===== src/hw/rtl/i2w_pkg.sv =====
// Shared types and word codes for the integer-to-word-tokens block.
package i2w_pkg;

  localparam int NUM_W    = 31;
  localparam int CODE_W   = 5;
  localparam int DIGITS   = 10;
  localparam int GROUPS   = 4;
  localparam int GRP_WORDS = 5;

  // word codes
  localparam logic [CODE_W-1:0] W_ZERO     = 5'd0;
  localparam logic [CODE_W-1:0] W_TEN      = 5'd10;
  localparam logic [CODE_W-1:0] W_TWENTY   = 5'd20;
  localparam logic [CODE_W-1:0] W_HUNDRED  = 5'd28;
  localparam logic [CODE_W-1:0] W_THOUSAND = 5'd29;
  localparam logic [CODE_W-1:0] W_MILLION  = 5'd30;
  localparam logic [CODE_W-1:0] W_BILLION  = 5'd31;

  // three-digit groups, most significant first
  localparam logic [1:0] G_BILLIONS  = 2'd0;
  localparam logic [1:0] G_MILLIONS  = 2'd1;
  localparam logic [1:0] G_THOUSANDS = 2'd2;
  localparam logic [1:0] G_UNITS     = 2'd3;

  typedef logic [3:0] digit_t;
  typedef logic [DIGITS-1:0][3:0] digits_t;
  typedef logic [CODE_W-1:0] code_t;

endpackage


===== src/hw/rtl/i2w_ifs.sv =====
// Valid/ready channel interfaces for numbers in and word codes out.
interface i2w_num_if import i2w_pkg::*; ();
  logic             valid;
  logic             ready;
  logic [NUM_W-1:0] number;
  modport source (output valid, output number, input ready);
  modport sink   (input valid, input number, output ready);
endinterface

interface i2w_word_if import i2w_pkg::*; ();
  logic              valid;
  logic              ready;
  logic [CODE_W-1:0] word_code;
  logic              last_word;
  modport source (output valid, output word_code, output last_word, input ready);
  modport sink   (input valid, input word_code, input last_word, output ready);
endinterface


===== src/hw/rtl/i2w_front.sv =====
// Front end: takes a number and converts it to ten BCD digits, two bits a cycle.
module i2w_front import i2w_pkg::*; (
  input  logic          clk,
  input  logic          rst,
  i2w_num_if.sink       numbers,
  input  logic          q_full,
  output logic          q_push,
  output digits_t       q_data
);

  localparam logic [1:0] ST_IDLE = 2'd0;
  localparam logic [1:0] ST_CONV = 2'd1;
  localparam logic [1:0] ST_PUSH = 2'd2;

  logic [1:0]  state;
  logic [3:0]  cnt;
  logic [31:0] bin;
  digits_t     bcd;
  digits_t     bcd_next;

  // add 3 to every digit of 5 or more, then shift one bit in
  function automatic digits_t dabble(input digits_t d, input logic b);
    digits_t a;
    for (int i = 0; i < DIGITS; i++) begin
      a[i] = (d[i] >= 4'd5) ? d[i] + 4'd3 : d[i];
    end
    return digits_t'({a, b});
  endfunction

  always_comb begin
    bcd_next = dabble(dabble(bcd, bin[31]), bin[30]);
  end

  assign numbers.ready = (state == ST_IDLE);
  assign q_push = (state == ST_PUSH) && !q_full;
  assign q_data = bcd;

  always_ff @(posedge clk) begin
    if (rst) begin
      state <= ST_IDLE;
      cnt   <= '0;
    end else begin
      case (state)
        ST_IDLE: begin
          if (numbers.valid) begin
            bin   <= {1'b0, numbers.number};
            bcd   <= '0;
            cnt   <= '0;
            state <= ST_CONV;
          end
        end
        ST_CONV: begin
          bcd <= bcd_next;
          bin <= {bin[29:0], 2'b00};
          cnt <= cnt + 4'd1;
          if (cnt == 4'd15) begin
            state <= ST_PUSH;
          end
        end
        ST_PUSH: begin
          if (!q_full) begin
            state <= ST_IDLE;
          end
        end
        default: begin
          state <= ST_IDLE;
        end
      endcase
    end
  end

endmodule


===== src/hw/rtl/i2w_queue.sv =====
// Small FIFO of converted digit sets between front and back.
module i2w_queue import i2w_pkg::*; #(
  parameter int DEPTH = 2
) (
  input  logic    clk,
  input  logic    rst,
  input  logic    push,
  input  digits_t push_data,
  output logic    full,
  input  logic    pop,
  output digits_t pop_data,
  output logic    empty
);

  // DEPTH must be a power of two, at least 2; pointers wrap on their own
  localparam int AW = $clog2(DEPTH);

  digits_t       mem [DEPTH];
  logic [AW-1:0] wr_ptr;
  logic [AW-1:0] rd_ptr;
  logic [AW:0]   count;

  assign full     = (count == (AW+1)'(DEPTH));
  assign empty    = (count == '0);
  assign pop_data = mem[rd_ptr];

  always_ff @(posedge clk) begin
    if (push) begin
      mem[wr_ptr] <= push_data;
    end
  end

  always_ff @(posedge clk) begin
    if (rst) begin
      wr_ptr <= '0;
      rd_ptr <= '0;
      count  <= '0;
    end else begin
      if (push) begin
        wr_ptr <= wr_ptr + 1'b1;
      end
      if (pop) begin
        rd_ptr <= rd_ptr + 1'b1;
      end
      case ({push, pop})
        2'b10:   count <= count + 1'b1;
        2'b01:   count <= count - 1'b1;
        default: count <= count;
      endcase
    end
  end

endmodule


===== src/hw/rtl/i2w_back.sv =====
// Back end: walks nonzero digit groups; one word code a cycle unless stalled.
module i2w_back import i2w_pkg::*; (
  input  logic     clk,
  input  logic     rst,
  input  logic     q_empty,
  input  digits_t  q_data,
  output logic     q_pop,
  i2w_word_if.source words
);

  logic        active;
  logic        zero_mode;
  digits_t     digits;
  logic [1:0]  grp;
  logic [2:0]  k;
  logic        out_valid;
  code_t       out_code;
  logic        out_last;

  digit_t      gh, gt, gu;
  code_t       w [GRP_WORDS];
  logic [2:0]  n;
  logic [3:0]  nz_cur;
  logic [3:0]  nz_head;
  logic        next_found;
  logic [1:0]  next_grp;
  logic        first_found;
  logic [1:0]  first_grp;
  logic        adv;
  logic        grp_end;

  // per-group nonzero flags; billions group holds only the top digit
  function automatic logic [3:0] group_nz(input digits_t d);
    logic [3:0] f;
    f[G_BILLIONS]  = (d[9] != '0);
    f[G_MILLIONS]  = ({d[8], d[7], d[6]} != '0);
    f[G_THOUSANDS] = ({d[5], d[4], d[3]} != '0);
    f[G_UNITS]     = ({d[2], d[1], d[0]} != '0);
    return f;
  endfunction

  always_comb begin
    case (grp)
      G_BILLIONS:  begin gh = '0;     gt = '0;     gu = digits[9]; end
      G_MILLIONS:  begin gh = digits[8]; gt = digits[7]; gu = digits[6]; end
      G_THOUSANDS: begin gh = digits[5]; gt = digits[4]; gu = digits[3]; end
      default:     begin gh = digits[2]; gt = digits[1]; gu = digits[0]; end
    endcase
  end

  // compacted word list of the current group
  always_comb begin
    for (int i = 0; i < GRP_WORDS; i++) begin
      w[i] = W_ZERO;
    end
    n = '0;
    if (gh != '0) begin
      w[n] = {1'b0, gh};
      n = n + 3'd1;
      w[n] = W_HUNDRED;
      n = n + 3'd1;
    end
    if (gt >= 4'd2) begin
      w[n] = {1'b0, gt} + W_TWENTY - 5'd2;
      n = n + 3'd1;
      if (gu != '0) begin
        w[n] = {1'b0, gu};
        n = n + 3'd1;
      end
    end else if (gt == 4'd1) begin
      w[n] = W_TEN + {1'b0, gu};
      n = n + 3'd1;
    end else if (gu != '0) begin
      w[n] = {1'b0, gu};
      n = n + 3'd1;
    end
    case (grp)
      G_BILLIONS:  begin w[n] = W_BILLION;  n = n + 3'd1; end
      G_MILLIONS:  begin w[n] = W_MILLION;  n = n + 3'd1; end
      G_THOUSANDS: begin w[n] = W_THOUSAND; n = n + 3'd1; end
      default:     n = n;
    endcase
  end

  always_comb begin
    nz_cur     = group_nz(digits);
    nz_head    = group_nz(q_data);
    next_found = 1'b0;
    next_grp   = G_UNITS;
    first_found = 1'b0;
    first_grp   = G_BILLIONS;
    for (int i = 0; i < GROUPS; i++) begin
      if (!next_found && (2'(i) > grp) && nz_cur[i]) begin
        next_found = 1'b1;
        next_grp   = 2'(i);
      end
      if (!first_found && nz_head[i]) begin
        first_found = 1'b1;
        first_grp   = 2'(i);
      end
    end
  end

  assign adv     = active && (!out_valid || words.ready);
  assign grp_end = (k == n - 3'd1);
  assign q_pop   = !active && !q_empty;

  assign words.valid     = out_valid;
  assign words.word_code = out_code;
  assign words.last_word = out_last;

  always_ff @(posedge clk) begin
    if (q_pop) begin
      digits <= q_data;
      grp    <= first_grp;
      zero_mode <= !first_found;
    end else if (adv && !zero_mode && grp_end && next_found) begin
      grp <= next_grp;
    end
    if (adv) begin
      if (zero_mode) begin
        out_code <= W_ZERO;
        out_last <= 1'b1;
      end else begin
        out_code <= w[k];
        out_last <= grp_end && !next_found;
      end
    end
  end

  always_ff @(posedge clk) begin
    if (rst) begin
      active    <= 1'b0;
      out_valid <= 1'b0;
      k         <= '0;
    end else begin
      if (adv) begin
        out_valid <= 1'b1;
      end else if (words.ready) begin
        out_valid <= 1'b0;
      end
      if (q_pop) begin
        active <= 1'b1;
        k      <= '0;
      end else if (adv) begin
        if (zero_mode || (grp_end && !next_found)) begin
          active <= 1'b0;
        end else if (grp_end) begin
          k <= '0;
        end else begin
          k <= k + 3'd1;
        end
      end
    end
  end

endmodule


===== src/hw/rtl/integer_to_word_tokens_unit.sv =====
// Top level of the integer-to-word-tokens block: front, queue and back wired together.
//
// Usage:
//   numbers (sink): one 31-bit unsigned integer per transfer.
//   words (source): the English reading as word codes, most significant word
//   first, one code per transfer; last_word marks the final code of a number.
//   Codes: 0-19 Zero..Nineteen, 20-27 Twenty..Ninety, 28 Hundred,
//   29 Thousand, 30 Million, 31 Billion. A zero input reads as Zero alone.
// Timing:
//   The front converts to BCD by double dabble, two bits a cycle: it accepts
//   an input only when idle, converts it, then hands the digits to the queue
//   and takes no new number until that hand-off; that conversion loop and a
//   full queue set the input rate. The back loads a digit set from the queue
//   and then emits one word a cycle while the receiver is ready (1 to 16
//   words per number).
//   A queue of QUEUE_DEPTH digit sets sits between the two halves, so the
//   front keeps converting while the back waits on a stalled receiver.
// Reset: synchronous, clears the front state, the queue and the output valid.
// Stall: while words.ready is low the current code holds in the output
//   register; the back stops, the queue fills, and then numbers.ready drops.
module integer_to_word_tokens_unit import i2w_pkg::*; #(
  parameter int QUEUE_DEPTH = 2
) (
  input  logic        clk,
  input  logic        rst,
  i2w_num_if.sink     numbers,
  i2w_word_if.source  words
);

  logic    q_push;
  logic    q_full;
  logic    q_pop;
  logic    q_empty;
  digits_t q_wdata;
  digits_t q_rdata;

  // number in, BCD digits out
  i2w_front u_front (
    .clk     (clk),
    .rst     (rst),
    .numbers (numbers),
    .q_full  (q_full),
    .q_push  (q_push),
    .q_data  (q_wdata)
  );

  // decouples conversion from word emission
  i2w_queue #(.DEPTH(QUEUE_DEPTH)) u_queue (
    .clk       (clk),
    .rst       (rst),
    .push      (q_push),
    .push_data (q_wdata),
    .full      (q_full),
    .pop       (q_pop),
    .pop_data  (q_rdata),
    .empty     (q_empty)
  );

  // digit groups to word codes
  i2w_back u_back (
    .clk     (clk),
    .rst     (rst),
    .q_empty (q_empty),
    .q_data  (q_rdata),
    .q_pop   (q_pop),
    .words   (words)
  );

endmodule


===== src/flat_wrapper.sv =====
// flat-port wrapper written by rule: the top's interface ports become plain ports
module integer_to_word_tokens_unit_flat import i2w_pkg::*;
#(
  parameter int QUEUE_DEPTH = 2
)
  (clk, rst, numbers_valid, numbers_number, numbers_ready, words_valid, words_word_code, words_last_word, words_ready);
  i2w_num_if numbers_i ();
  i2w_word_if words_i ();
  input  logic clk;
  input  logic rst;
  input wire logic [$bits(numbers_i.valid)-1:0] numbers_valid;
  input wire logic [$bits(numbers_i.number)-1:0] numbers_number;
  output wire logic [$bits(numbers_i.ready)-1:0] numbers_ready;
  output wire logic [$bits(words_i.valid)-1:0] words_valid;
  output wire logic [$bits(words_i.word_code)-1:0] words_word_code;
  output wire logic [$bits(words_i.last_word)-1:0] words_last_word;
  input wire logic [$bits(words_i.ready)-1:0] words_ready;
  assign numbers_i.valid = numbers_valid;
  assign numbers_i.number = numbers_number;
  assign numbers_ready = numbers_i.ready;
  assign words_valid = words_i.valid;
  assign words_word_code = words_i.word_code;
  assign words_last_word = words_i.last_word;
  assign words_i.ready = words_ready;
  integer_to_word_tokens_unit #(.QUEUE_DEPTH(QUEUE_DEPTH)) u_core (.clk(clk), .rst(rst), .numbers(numbers_i), .words(words_i));
endmodule

===== config.mk =====
export PLATFORM = sky130hd
export DESIGN_NAME = integer_to_word_tokens_unit_flat
export DESIGN_NICKNAME = d
export VERILOG_FILES = /design/src/hw/rtl/i2w_pkg.sv /design/src/hw/rtl/i2w_ifs.sv /design/src/hw/rtl/i2w_front.sv /design/src/hw/rtl/i2w_queue.sv /design/src/hw/rtl/i2w_back.sv /design/src/hw/rtl/integer_to_word_tokens_unit.sv /design/src/flat_wrapper.sv
export SDC_FILE = /design/constraint.sdc
export NUM_CORES = 1
export LEC_CHECK = 0
export BUFFER_PORTS_ARGS = -buffer_cell sky130_fd_sc_hd__buf_4
export CORE_UTILIZATION = 62
export DETAILED_ROUTE_END_ITERATION = 10
export GPL_ROUTABILITY_DRIVEN = 0
export GPL_TIMING_DRIVEN = 0
export PLACE_DENSITY = 0.8
export SLEW_MARGIN = 10
export SYNTH_ARGS = -nofsm -noshare
export SYNTH_HDL_FRONTEND = slang
export SYNTH_SLANG_ARGS = --single-unit

===== constraint.sdc =====
create_clock -name clk -period 6.2 [get_ports clk]
set_input_delay 0.31 -clock clk [delete_from_list [all_inputs] [get_ports clk]]
set_output_delay 0.31 -clock clk [all_outputs]
set_load 0.02 [all_outputs]

==> reports/qor.yml <==
synth_seq_area_share: 0.5624
io_buffers: 42
area_growth_pct: 13.12
hold_viol_final: 0
dp_hpwl_um: 15600
r2r_cells: 17
yosys_warnings: 0
worst_slew_margin_rel: 0.2250
clock_tree.root_cell: "clkbuf_16"
peakVddDrop_uv: 424.6
cts_hold_buf: 0
setup-tns-final_ns: 0
arrival_ns: 5.81
num_rows: 49
fmax_ghz: 0.1770
setup_slack_ns: 0.5489
nets: 1104
die_area_um2: 18770
grt_antenna_before_repair: 0
reg2reg_from: "u_core.u_back.grp[1]"
cts_tree: "built"
crit_type: "register to register"
netlist_top_cells_count: "edfxtp_1 (201), nand2_1 (113), nor2_1 (69), a21oi_1 (65), mux2_2 (52)"
grt_pass1_vias: 7075
ios: 43
netlist_instances: 950
fp.coreArea_um2: 17900
yosys_register_bits: 217
power.density_nw_per_um2: 369.0
clock_path_buffers: 3
syn_nets: 1033
maxCapViolations: 0
fin_area_um2: 12780
outcome: "complete, no violations"
overflow: 0
yosysTopAreaCell: "edfxtp_1"
synthArstFlopShare: 0
dominantRegCellSynth: "edfxtp_1"
slew_viol_final: 0
placed_area_um2: 12010
layout-drive-gt1-share: 0.1676
worstSetupStartpointType: "register"
first_pass_iters: 6
regToRegEndpoint: "u_core.u_back.grp[0]"
wl_per_cell_um: 17.44
rrSetupSlack_ns: 0.55
die_w_um: 137.0
critPathMaxFanout: 11
synthDistinctLibCells: 76
vias_per_cell: 5.966
cts_sinks: 217
critPathCaptureType: "register"
drt_iter0_drc: 458
final.period_utilization: 0.9115
endpoint: "u_core.u_back.grp[0]"
setup-violations-final: 0
yosysMostFrequentCell: "edfxtp_1"
grt_pass1_wl_um: 34960
rsz0062_at_grt: "false"
avgSynthCellArea_um2: 11.90
track_usage: 0.2393
synthTopCellsByArea: "edfxtp_1 (53%), ha_1 (5.3%), mux2_2 (5.2%), nand2_1 (3.8%), a21oi_1 (2.9%)"
dp_worst_setup_slack_ns: 0.7155
cts_setup_buffers: 0
drc: 0
hold_path.class: "input pin to register"
min_period_ns: 5.651
leakagePower_nw: 4.823
wl_um: 22100
worstMarginPinSlew_ns: 1.152
setup.worst_path.start: "u_core.u_back.grp[1]"
fin_skew_ns: 0.01267
ctsHtreeMaxLevel: 1
grt_max_degree: 44
num_vias: 7559
cp.required_ns: 6.36
syn-cell-area_um2: 11300
diodes: 0
synth_edf_count: 201
numCtsBuffers: 23
synth_top_area_share: 0.5340
clkTransAtPathRegs_ns: 0.06
cts_resized: 0
drtAntennaViolNets: 0
start_util: 0.6313
utilization: 0.7141
dieHeight_um: 137.0
clkLatencyLatePin_ns: 0.51
cells by family (layout without fill, tap and decap cells):
group                      after synthesis  after routing  synth area share
AOI/OAI and AO/OA                      173            173            0.1023
xor gates and xnor gates                31             31           0.02402
adders and majority gates               48             48           0.05314
buffers and inverters                   87            175           0.04107
DFF                                    217            217            0.5624
muxes                                   80             80           0.08137
and+or+nand+nor                        314            314            0.1357
cell type report:
cell class / count / area [um^2]
repair buffers: 46 / 402.9
multi-input cells: 646 / 4498
inverters: 51 / 191.4
clock buffers: 27 / 610.6
clock inverters: 15 / 166.4
well taps: 229 / 286.5
flip-flops and latches: 217 / 6356
plain buffers: 36 / 272.8
fillers: 1222 / 5117
registers in the layout, summed over array words and instances (netlist names), 3 cells and up, named ones only:
name / flops
u_core.u_front.cnt: 4
u_core.u_front.q_data: 40
u_core.u_back.k: 3
u_core.u_back.words.word_code: 5
u_core.u_queue.mem: 80
u_core.u_back.digits: 40
u_core.u_front.bin: 32
metal layers:
metal / vias to the layer above / GRT usage / wire [um]
li1: 3649 / - / -
met1: 3638 / 0.3180 / 9586
met2: 216 / 0.3945 / 10850
met3: 56 / 0.03556 / 979
met4: 0 / 0.09768 / 676
met5: - / 0 / 0
metrics by stage:
| step | hold slack, ns | total power [W] | std cells |
|---|---|---|---|
| floorplan | 0.3791 | 0.002974 | 950 |
| global placement | 0.4739 | 0.003279 | 1221 |
| detailed placement | 0.4812 | 0.003313 | 1225 |
| CTS | 0.001250 | 0.004713 | 1267 |
| global route | 0.006092 | 0.004952 | 1267 |
| finish | 0.01362 | 0.004718 | 1267 |
worst min-delay path by stage:
stage | startpoint | to | cells after the start
final | rst | u_core.u_back.words.valid | 2
after CTS | rst | u_core.u_back.words.valid | 2
after global placement | u_core.u_front.q_data[33] | u_core.u_queue.mem[0][33] | 0
after detailed placement | u_core.u_front.q_data[33] | u_core.u_queue.mem[0][33] | 0
after global routing | rst | u_core.u_queue.count[1] | 2
after floorplan | rst | u_core.u_back.words.valid | 1
layout by cell type, fill, tap and decap left out, types with 7 or more instances in the layout:
cell / instances
nor3b_1: 17
ha_1: 48
clkbuf_8: 10
a22oi_1: 8
nand4_1: 7
nor2b_1: 13
nand3_1: 9
a211oi_1: 7
nor3_1: 9
a31oi_1: 8
inv_1: 49
edfxtp_1: 201
nand2b_1: 25
or3_1: 8
buf_4: 43
clkbuf_1: 19
mux2i_1: 24
nand2_1: 113
nor2_1: 67
dfxtp_1: 16
mux2_2: 52
nor4_1: 19
clkbuf_16: 23
a21o_1: 8
o21ai_0: 18
xnor2_1: 28
a21oi_1: 65
where the power goes:
group	internal (W)	switching (W)	total (W)
Sequential	0.00178	0.000106	0.00189
Clock	0.000836	0.000561	0.00140
Combinational	0.000609	0.000823	0.00143
Total	0.00323	0.00149	0.00472
critical path, cell delays in order, from the launching register on:
cell and delay (ns):
edfxtp_1 0.50, buf_6 0.19, and2b_1 0.16, clkbuf_8 0.16, a22o_2 0.28, nor4_1 0.98
inv_2 0.13, buf_6 0.21, ha_1 0.36, or3_2 0.49, nand3_1 0.09, o21ai_0 0.09
ha_1 0.21, xor2_1 0.19, or4bb_1 0.50, a31oi_1 0.20, a31oi_2 0.13, o31ai_1 0.45
Power figures use the tool's default switching activity.
